**src/rtl/crfl_pkg.sv**
```systemverilog
// shared types and constants of the range free-list allocator
package crfl_pkg;

    localparam int MAX_SLOTS  = 256;
    localparam int MAX_RANGES = 128;

    localparam int SLOT_W = $clog2(MAX_SLOTS + 1);
    localparam int IDX_W  = $clog2(MAX_SLOTS);
    localparam int ADDR_W = (MAX_RANGES > 1) ? $clog2(MAX_RANGES) : 1;
    localparam int CNT_W  = $clog2(MAX_RANGES + 1);

    typedef enum logic [1:0] {
        OP_ALLOC = 2'd0,
        OP_FREE  = 2'd1,
        OP_CLEAR = 2'd2,
        OP_NONE  = 2'd3
    } t_op;

    typedef enum logic [3:0] {
        ST_INIT,
        ST_IDLE,
        ST_ALLOC_RD,
        ST_ALLOC_CHK,
        ST_SCAN,
        ST_MERGE_RD,
        ST_MERGE_CHK,
        ST_MOVE,
        ST_DONE
    } t_state;

    typedef struct packed {
        logic [SLOT_W-1:0] hi;
        logic [SLOT_W-1:0] lo;
    } t_range;

endpackage

```
**src/rtl/coalescing_range_free_list_allocator.sv**
```systemverilog
// range free-list slot allocator: one range table walked by a sequencer
//
// Free slots live as sorted half-open ranges in a 128-entry table with one write and one
// registered read per cycle; every operation goes through that table, so the cost of an
// item follows from how many ranges it must read or move. After reset the block loads the
// full range in ST_INIT before s_axis_tready rises. Clear and ignored requests go straight
// to ST_DONE; an allocate reads the first range and trims it, or shifts the table down when
// the first range runs empty. A free scans the table up to the range position of its
// index, and when a range is inserted or two ranges are joined the rest of the table moves
// by one entry. A finished result sits in the output register, so the next transfer is
// taken while the result still waits.
module coalescing_range_free_list_allocator
    import crfl_pkg::*;
(
    input  logic              i_clk,
    input  logic              i_rst_n,
    input  logic              i_cfg_we,
    input  logic [SLOT_W-1:0] i_cfg_wdata,    // pool_capacity
    input  logic              s_axis_tvalid,
    output logic              s_axis_tready,
    input  logic [IDX_W-1:0]  s_axis_tdata,   // slot_index
    input  logic [1:0]        s_axis_tuser,   // operation
    output logic              m_axis_tvalid,
    input  logic              m_axis_tready,
    output logic [IDX_W-1:0]  m_axis_tdata,   // granted_index
    output logic              m_axis_tuser    // status
);

    t_state r_state, n_state;

    logic [SLOT_W-1:0] r_cap;
    logic [CNT_W-1:0]  r_cnt, n_cnt;
    logic [ADDR_W-1:0] r_rp, n_rp;
    logic [CNT_W-1:0]  r_left, n_left;
    logic [ADDR_W-1:0] r_pos, n_pos;
    logic [SLOT_W-1:0] r_s, n_s;
    logic              r_up, n_up;
    logic [IDX_W-1:0]  r_h, n_h;
    logic [IDX_W-1:0]  r_gnt, n_gnt;
    logic              r_st, n_st;
    logic              r_rv;
    logic [ADDR_W-1:0] r_ra;
    t_range            r_rd;
    t_range            r_mem [MAX_RANGES];

    logic              r_ovalid;
    logic [IDX_W-1:0]  r_odata;
    logic              r_ouser;

    logic              w_we, w_re;
    logic [ADDR_W-1:0] w_wa, w_ra;
    t_range            w_wd;

    logic              w_xfer;
    t_op               w_op;
    logic [SLOT_W-1:0] w_eff;
    logic [SLOT_W-1:0] w_h, w_h1, w_in_h;
    logic              w_full;
    logic              w_hit_end, w_hit_start, w_hit_ins, w_last, w_scan_term;
    logic [SLOT_W-1:0] w_alloc_next;
    logic              w_alloc_keep;
    logic              w_has_next, w_join, w_mv_done, w_out_free;

    assign s_axis_tready = (r_state == ST_IDLE);
    assign w_xfer        = s_axis_tvalid && s_axis_tready;
    assign w_op          = t_op'(s_axis_tuser);
    assign w_in_h        = {1'b0, s_axis_tdata};

    assign w_eff = (r_cap == '0) ? SLOT_W'(1) :
                   (r_cap > SLOT_W'(MAX_SLOTS)) ? SLOT_W'(MAX_SLOTS) : r_cap;

    assign w_h    = {1'b0, r_h};
    assign w_h1   = w_h + SLOT_W'(1);
    assign w_full = (r_cnt == CNT_W'(MAX_RANGES));

    assign w_hit_end   = r_rv && (r_rd.hi == w_h);
    assign w_hit_start = r_rv && !w_hit_end && (r_rd.lo == w_h1);
    assign w_hit_ins   = r_rv && !w_hit_end && !w_hit_start && (r_rd.lo > w_h);
    assign w_last      = r_rv && !w_hit_end && !w_hit_start && !w_hit_ins
                         && ({1'b0, r_ra} == (r_cnt - CNT_W'(1)));
    assign w_scan_term = w_hit_end || w_hit_start || w_hit_ins || w_last;

    assign w_alloc_next = r_rd.lo + SLOT_W'(1);
    assign w_alloc_keep = (w_alloc_next < r_rd.hi);

    assign w_has_next = (({1'b0, r_pos} + CNT_W'(1)) < r_cnt);
    assign w_join     = (r_rd.lo == w_h1);
    assign w_mv_done  = (r_left == '0) && !r_rv;
    assign w_out_free = !r_ovalid || m_axis_tready;

    // next state
    always_comb begin
        n_state = r_state;
        case (r_state)
            ST_INIT: n_state = ST_IDLE;
            ST_IDLE: begin
                if (w_xfer) begin
                    case (w_op)
                        OP_ALLOC: n_state = (r_cnt == '0) ? ST_DONE : ST_ALLOC_RD;
                        OP_FREE: begin
                            if (w_in_h >= w_eff || r_cnt == '0) begin
                                n_state = ST_DONE;
                            end else begin
                                n_state = ST_SCAN;
                            end
                        end
                        default: n_state = ST_DONE;
                    endcase
                end
            end
            ST_ALLOC_RD:  n_state = ST_ALLOC_CHK;
            ST_ALLOC_CHK: n_state = w_alloc_keep ? ST_DONE : ST_MOVE;
            ST_SCAN: begin
                if (w_hit_end) begin
                    n_state = ST_MERGE_RD;
                end else if (w_hit_ins && !w_full) begin
                    n_state = ST_MOVE;
                end else if (w_scan_term) begin
                    n_state = ST_DONE;
                end
            end
            ST_MERGE_RD:  n_state = w_has_next ? ST_MERGE_CHK : ST_DONE;
            ST_MERGE_CHK: n_state = w_join ? ST_MOVE : ST_DONE;
            ST_MOVE:      n_state = w_mv_done ? ST_DONE : ST_MOVE;
            ST_DONE:      n_state = w_out_free ? ST_IDLE : ST_DONE;
            default:      n_state = ST_IDLE;
        endcase
    end

    // table access and working registers
    always_comb begin
        w_we   = 1'b0;
        w_wa   = '0;
        w_wd   = '0;
        w_re   = 1'b0;
        w_ra   = '0;
        n_cnt  = r_cnt;
        n_rp   = r_rp;
        n_left = r_left;
        n_pos  = r_pos;
        n_s    = r_s;
        n_up   = r_up;
        n_h    = r_h;
        n_gnt  = r_gnt;
        n_st   = r_st;
        case (r_state)
            ST_INIT: begin
                w_we  = 1'b1;
                w_wd  = '{hi: w_eff, lo: '0};
                n_cnt = CNT_W'(1);
            end
            ST_IDLE: begin
                if (w_xfer) begin
                    n_h   = s_axis_tdata;
                    n_gnt = '0;
                    n_st  = (w_op == OP_ALLOC) && (r_cnt == '0);
                    case (w_op)
                        OP_CLEAR: begin
                            w_we  = 1'b1;
                            w_wd  = '{hi: w_eff, lo: '0};
                            n_cnt = CNT_W'(1);
                        end
                        OP_FREE: begin
                            if (w_in_h < w_eff && r_cnt == '0) begin
                                w_we  = 1'b1;
                                w_wd  = '{hi: w_in_h + SLOT_W'(1), lo: w_in_h};
                                n_cnt = CNT_W'(1);
                            end
                            n_rp   = '0;
                            n_left = r_cnt;
                        end
                        default: ;
                    endcase
                end
            end
            ST_ALLOC_RD: begin
                w_re = 1'b1;
            end
            ST_ALLOC_CHK: begin
                n_gnt = r_rd.lo[IDX_W-1:0];
                if (w_alloc_keep) begin
                    w_we = 1'b1;
                    w_wd = '{hi: r_rd.hi, lo: w_alloc_next};
                end else begin
                    n_rp   = ADDR_W'(1);
                    n_left = r_cnt - CNT_W'(1);
                    n_up   = 1'b0;
                end
            end
            ST_SCAN: begin
                if (w_hit_end) begin
                    n_s   = r_rd.lo;
                    n_pos = r_ra;
                end else if (w_hit_start) begin
                    w_we = 1'b1;
                    w_wa = r_ra;
                    w_wd = '{hi: r_rd.hi, lo: w_h};
                end else if (w_hit_ins) begin
                    n_rp   = ADDR_W'(r_cnt - CNT_W'(1));
                    n_left = r_cnt - {1'b0, r_ra};
                    n_pos  = r_ra;
                    n_up   = 1'b1;
                end else if (w_last) begin
                    if (!w_full) begin
                        w_we  = 1'b1;
                        w_wa  = r_cnt[ADDR_W-1:0];
                        w_wd  = '{hi: w_h1, lo: w_h};
                        n_cnt = r_cnt + CNT_W'(1);
                    end
                end
                if (!w_scan_term && r_left != '0) begin
                    w_re   = 1'b1;
                    w_ra   = r_rp;
                    n_rp   = r_rp + ADDR_W'(1);
                    n_left = r_left - CNT_W'(1);
                end
            end
            ST_MERGE_RD: begin
                if (w_has_next) begin
                    w_re = 1'b1;
                    w_ra = r_pos + ADDR_W'(1);
                end else begin
                    w_we = 1'b1;
                    w_wa = r_pos;
                    w_wd = '{hi: w_h1, lo: r_s};
                end
            end
            ST_MERGE_CHK: begin
                w_we = 1'b1;
                w_wa = r_pos;
                if (w_join) begin
                    w_wd   = '{hi: r_rd.hi, lo: r_s};
                    n_rp   = r_pos + ADDR_W'(2);
                    n_left = r_cnt - {1'b0, r_pos} - CNT_W'(2);
                    n_up   = 1'b0;
                end else begin
                    w_wd = '{hi: w_h1, lo: r_s};
                end
            end
            ST_MOVE: begin
                if (r_rv) begin
                    w_we = 1'b1;
                    w_wa = r_up ? (r_ra + ADDR_W'(1)) : (r_ra - ADDR_W'(1));
                    w_wd = r_rd;
                end
                if (r_left != '0) begin
                    w_re   = 1'b1;
                    w_ra   = r_rp;
                    n_rp   = r_up ? (r_rp - ADDR_W'(1)) : (r_rp + ADDR_W'(1));
                    n_left = r_left - CNT_W'(1);
                end
                if (w_mv_done) begin
                    if (r_up) begin
                        w_we  = 1'b1;
                        w_wa  = r_pos;
                        w_wd  = '{hi: w_h1, lo: w_h};
                        n_cnt = r_cnt + CNT_W'(1);
                    end else begin
                        n_cnt = r_cnt - CNT_W'(1);
                    end
                end
            end
            default: ;
        endcase
    end

    // range table
    always_ff @(posedge i_clk) begin
        if (w_we) begin
            r_mem[w_wa] <= w_wd;
        end
        if (w_re) begin
            r_rd <= r_mem[w_ra];
            r_ra <= w_ra;
        end
    end

    always_ff @(posedge i_clk) begin
        if (!i_rst_n) begin
            r_state  <= ST_INIT;
            r_cap    <= SLOT_W'(MAX_SLOTS);
            r_cnt    <= CNT_W'(1);
            r_rv     <= 1'b0;
            r_ovalid <= 1'b0;
        end else begin
            r_state <= n_state;
            r_cnt   <= n_cnt;
            r_rv    <= w_re;
            if (i_cfg_we) begin
                r_cap <= i_cfg_wdata;
            end
            if (r_state == ST_DONE && w_out_free) begin
                r_ovalid <= 1'b1;
            end else if (m_axis_tready) begin
                r_ovalid <= 1'b0;
            end
        end
    end

    always_ff @(posedge i_clk) begin
        r_rp   <= n_rp;
        r_left <= n_left;
        r_pos  <= n_pos;
        r_s    <= n_s;
        r_up   <= n_up;
        r_h    <= n_h;
        r_gnt  <= n_gnt;
        r_st   <= n_st;
        if (r_state == ST_DONE && w_out_free) begin
            r_odata <= r_gnt;
            r_ouser <= r_st;
        end
    end

    assign m_axis_tvalid = r_ovalid;
    assign m_axis_tdata  = r_odata;
    assign m_axis_tuser  = r_ouser;

endmodule

```
**config.mk**
```make
export PLATFORM = sky130hd
export DESIGN_NAME = coalescing_range_free_list_allocator
export DESIGN_NICKNAME = d
export VERILOG_FILES = /design/src/rtl/crfl_pkg.sv /design/src/rtl/coalescing_range_free_list_allocator.sv
export SDC_FILE = /design/constraint.sdc
export NUM_CORES = 2
export LEC_CHECK = 0
export BUFFER_PORTS_ARGS = -buffer_cell sky130_fd_sc_hd__buf_2
export CORE_MARGIN = 1
export CORE_UTILIZATION = 56
export DETAILED_ROUTE_END_ITERATION = 10
export PLACE_DENSITY_LB_ADDON = 0.15
export SYNTH_ARGS = -nofsm -noshare
export SYNTH_HDL_FRONTEND = slang
export SYNTH_SLANG_ARGS = --single-unit
export TNS_END_PERCENT = 30
```
**constraint.sdc**
```tcl
create_clock -name i_clk -period 16.9 [get_ports i_clk]
set_clock_uncertainty 0.2 [all_clocks]
set_input_delay 3.38 -clock i_clk [delete_from_list [all_inputs] [get_ports i_clk]]
set_output_delay 3.38 -clock i_clk [all_outputs]
set_load 0.02 [all_outputs]
```
Word level (Yosys, flattened, before mapping)
Memories as Yosys holds them, arrays and structs flattened. A register that Yosys moved wholly into a read port is not among the register bits.
Cells that the tools add are included.
- register bits after elaboration: 88
- RAM bits: 2304
- bits of input ports: 24
- output and inout bits: 11
- logic and storage cells: 229
- memories kept: 1
- $add $sub $neg: 16
- $lt $le $gt $ge: 6
- equal/unequal tests: 33
- muxes and demuxes: 110
- reductions and logical operators: 47
- memories (memory ; depth ; width ; rd ports ; clocked after Yosys merged registers in ; write ports ; RTL line ; text):
    r_mem ; 128 ; 18 ; 1 ; 1 ; 1 ; coalescing_range_free_list_allocator.sv:44 ; t_range r_mem [MAX_RANGES];
- operators with widths (cell ; count):
    2-to-1 mux 18 bit ; 13
    2-to-1 mux 7 bit ; 26
    2-to-1 mux 8 bit ; 19
    one-hot mux 18 bit (7 select lines) ; 1
    2-to-1 mux 4 bit ; 11
    one-hot mux 8 bit (5 select lines) ; 1
    one-hot mux 18 bit (2 select lines) ; 1
    one-hot mux 7 bit (5 select lines) ; 1
    one-hot mux 4 bit (8 select lines) ; 1
    one-hot mux 8 bit (2 select lines) ; 2
    one-hot mux 8 bit (4 select lines) ; 1
    one-hot mux 7 bit (4 select lines) ; 1
    2-to-1 mux 1 bit ; 24
    inequality test 2 bit (second input constant) ; 11
    adder 7 x 1 -> 7 bit (second input constant) ; 3
    one-hot mux 7 bit (3 select lines) ; 1
    adder 8 x 1 -> 9 bit (second input constant) ; 2
    2-to-1 mux 9 bit ; 2
    equality test 4 x 3 -> 1 bit (second input constant) ; 4
    zero test 8 bit ; 2
    subtractor 8 x 1 -> 8 bit (second input constant) ; 2
    subtractor 8 x 7 -> 8 bit ; 2
    logical AND 1 bit ; 14
    subtractor 7 x 1 -> 7 bit (second input constant) ; 2
    45 further kinds ; 65

Depth between registers and ports, before layout
- word-level depth: 18
- depth in mapped cells: 24
- depth with buffers taken out: 18

Worst setup path after synthesis
No wires, ideal clock.
- kind: input port to flip-flop
- start point: input port s_axis_tdata[1]
- end point: memory r_mem[0][17] (netlist bit), data pin
- setup time: 1197 ps
- arrival time: 10481 ps
- required time: 15503 ps
- setup slack: 5023 ps
- stages on the path: 13
- buffers on the path: 1
- cells stage by stage: ha_1 nor2b_1 o21a_1 o21a_1 o21a_1 o21a_1 o21a_1 o21ai_0 a21oi_1 nor4_1 clkbuf_1 nand2_1 o21ai_0
- RTL lines (item ; RTL line ; text):
    from (decl) ; coalescing_range_free_list_allocator.sv:21 ; input logic [IDX_W-1:0] s_axis_tdata,
    to (decl) ; coalescing_range_free_list_allocator.sv:44 ;

Worst setup path after layout
- start point: register r_pos[2]
- end point: register r_rd[2] (netlist name)
- cells in the longest elaborated chain, start to end: 4
- elaborated cells between the ends (all ways): 7
- those cells by class: add/sub: 2; order compare: 1; mux: 4
- RTL lines (item ; RTL line ; text):
    from (decl) ; coalescing_range_free_list_allocator.sv:35 ; logic [ADDR_W-1:0] r_pos, n_pos;
    from (signal assigned) ; coalescing_range_free_list_allocator.sv:303 ; r_pos <= n_pos;
    adder 7 x 1 -> 8 bit ; coalescing_range_free_list_allocator.sv:86 ; assign w_has_next = (({1'b0, r_pos} + CNT_W'(1)) < r_cnt);
    < comparator 8 bit ; coalescing_range_free_list_allocator.sv:86 ;
    2-to-1 mux 1 bit or 2-to-1 mux 7 bit (tied branches) ; coalescing_range_free_list_allocator.sv:219 ; if (w_has_next) begin
    one-hot mux 1 bit (4 select lines) or one-hot mux 7 bit (3 select lines) (tied branches) ; coalescing_range_free_list_allocator.sv:146 ; case (r_state)
Parallel ways exist; a longest one is shown, timed or not.
A chain may end at the register's enable or synchronous reset.

==> out/results.ini <==
[clocking]
cts_buffer_depth = 3
holdBufCountCts = 0
h-tree-depth = 4
cts_buffers = 231
cts_setup_buffers = 0
clkLatencyLatePin_ps = 900
root_buffer = clkbuf_16
cts_num_sinks = 2410
ctsResizeCount = 0
cts_tree = built
cts.clk_slew.worst_paths_ps = 70

[hold_path]
hp-class = reg -> reg

[synth]
yosysTopAreaCell = edfxtp_1
synth-edff-count = 2387
synthesis.area_sq_mm = 0.0982
synth-async-reset-ratio_pct = 0
synth-simple-area-share_pct = 9.79
muxShareOfSynthArea_pct = 6.69
synth_top_flop_cell = edfxtp_1
syn_inst = 6454
synth_xor_area_share_pct = 0.820
avgSynthCellArea_sq_um = 15.2
synth_top_family_by_area = simple AND/OR/NAND/NOR gates
synth_most_common_cell = edfxtp_1
synth_area_leaders = edfxtp_1, mux4_2, nand2_1
syn-num-nets = 6553
ys_seq_elements = 2410
synth_compound_area_share_pct = 6.07
synth_cell_types = 94
synthTopCellsByCount = edfxtp_1, nand2_1, nand3_1
ys_seq_area_share_pct = 73.5
yosysWarnings = 0
synthDominantCellAreaShare_pct = 73.0
synthAdderAreaFrac_pct = 0.979

[power]
peakVddDrop_mv = 0.118
power_density_mw_per_mm2 = 108
leakagePower_nw = 35.1

[routing]
dr.max_layer_used = met5
detail_route.wl_per_cell_um = 34.1
viasPerCell = 6.72
wl_met1_um = 114000
drt_iter0_markers = 9864
ant_nets = 0
route.met2.wl_um = 138000
wl_met3_um = 42000
route.detailed.drc = 0
vias = 61400
drt_wl_total_um = 311000
first_pass_iters = 6

[cells_and_area]
fin_nets = 6700
register_area_sq_mm = 0.0721
area_delta_synth_final_pct = 11.7
drive_gt1_share_pct = 15.1
finalCoreUtilization_pct = 63.0
multiInputGateArea_sq_mm = 0.0247
fill_cells = 12500

[sta]
finalHoldViolCount = 0
min_period_ps = 8630
finalSetupViolations = 0
tns_ps = 0
holdWs_ps = 218
report.final.slew_viol_count = 5
tightest_slew_ps = 1540
fin_crit_sh_pct = 51.0
slew_headroom_pct = -3.23
rsz0062_at_grt = false
fmax_mhz = 116

[global_routing]
grt_max_degree = 132
overflow = 0
grt_usage_pct = 35.2
first_global_vias = 57400
antenna_found_initial = 11
grt_first_pass_wirelength_um = 435000

[run_status]
status = finished, violations left
violations = max-capacitance violations, max-slew violations

[critical_path]
worstPathArrival_ps = 8880
critical_path_class = reg -> reg
crit_fanout = 35
crit_path_start_kind = register
crit_required_ps = 17150
setup.worst_path.end_class = register

[floorplanning]
die_x_um = 421
ios = 35
row_count = 153
die_h_um = 421
die-area_sq_mm = 0.177
initial_utilization_pct = 56.4
coreArea_sq_mm = 0.174

[placement]
portBuffers = 34
dp_hpwl_um = 189000
place_congestion = 0.978

[job]
drv_cap = 2

[final timing paths]
| check | startpoint | to | slack (ps) | cells after the start |
|---|---|---|---|---|
| max | r_pos[2] | r_rd[2] | 8270 | 21 |
| min | r_gnt[6] | m_axis_tdata[6] | 220 | 0 |
| max reg2reg | r_pos[2] | r_rd[2] | 8270 | 21 |
| min reg2reg | r_gnt[6] | m_axis_tdata[6] | 220 | 0 |
[area by class of cell]
| class | count | area share (%) |
|---|---|---|
| Sequential cell | 2410 | 65.8 |
| Multi-Input combinational cell | 3589 | 22.5 |
| Clock buffer | 288 | 5.51 |
| Tap cell | 2325 | 2.65 |
| Timing Repair Buffer | 281 | 1.94 |
| Clock inverter | 139 | 1.23 |
| Inverter | 88 | 0.324 |
| Antenna cell | 7 | 0.0160 |
[placed cells by master, fill, tap and decap left out, types with 27 or more instances in the layout]
| cell | n |
|---|---|
| a21oi_1 | 188 |
| a221oi_1 | 27 |
| a22oi_1 | 100 |
| a31oi_1 | 73 |
| a32oi_1 | 108 |
| and3_1 | 34 |
| buf_2 | 35 |
| buf_4 | 238 |
| clkbuf_1 | 55 |
| clkbuf_16 | 233 |
| clkinv_1 | 55 |
| clkinv_2 | 41 |
| edfxtp_1 | 2387 |
| ha_1 | 72 |
| inv_1 | 78 |
| mux2i_1 | 150 |
| mux4_2 | 225 |
| nand2_1 | 1242 |
| nand3_1 | 415 |
| nand4_1 | 101 |
| nor2_1 | 127 |
| nor2_2 | 111 |
| nor3_1 | 41 |
| o21ai_0 | 64 |
| o22ai_1 | 33 |
| xnor2_1 | 67 |
[stage by stage]
| step | cell area, sq um | setup WS, ps | std cells | power (mW) |
|---|---|---|---|---|
| finish | 110000 | 8270 | 9127 | 11.9 |
| global route | 110000 | 8010 | 9120 | 12.1 |
| CTS | 110000 | 8490 | 9120 | 11.9 |
| detailed placement | 102000 | 8310 | 8693 | 6.90 |
| global placement | 102000 | 8290 | 8691 | 6.90 |
| floorplan | 98200 | 5020 | 6454 | 6.80 |
[layer usage]
layer	vias to the layer above	track usage [%]
li1	25300	-
met1	31100	48.1
met2	4224	52.0
met3	715	10.4
met4	6	17.3
met5	-	0
[where the power goes]
| part | internal (mW) | switching (mW) |
|---|---|---|
| clock | 2.85 | 2.24 |
| sequential | 6.53 | 0.0145 |
| combinational | 0.0639 | 0.180 |
[flip-flops by register name (all words and copies together) (netlist names), 4 cells and up]
register	cells
r_h	8
r_cap	9
r_ra	7
m_axis_tdata	8
r_mem	2304
r_pos	7
r_rp	7
r_cnt	8
r_rd	18
r_gnt	8
r_s	9
r_state	4
r_left	8
[cells by family (layout without fill, tap and decap cells)]
logic type,count (synthesis),after routing
compound gates,834,834
flops,2410,2410
other cells,0,7
simple gates,2218,2218
buf+inv,455,796
xor+xnor,87,87
mux,375,375
fa+ha+maj,75,75
[worst max-delay path, stage by stage, from the launching register on]
cell      delay, ps
edfxtp_1        510
ha_1            290
nand4_1         150
xor2_1          350
inv_1            90
ha_1            280
o21a_1          120
o21ai_0         100
a21o_1          200
nor2_1          670
o21ai_0         320
a41oi_4         260
buf_4           600
inv_8           280
nor2_4          780
buf_4           640
buf_4           610
a32oi_1         180
nand4_1         470
nand3_1         130
nor4_1          370
nand4_1         480
Power figures use the tool's default switching activity.
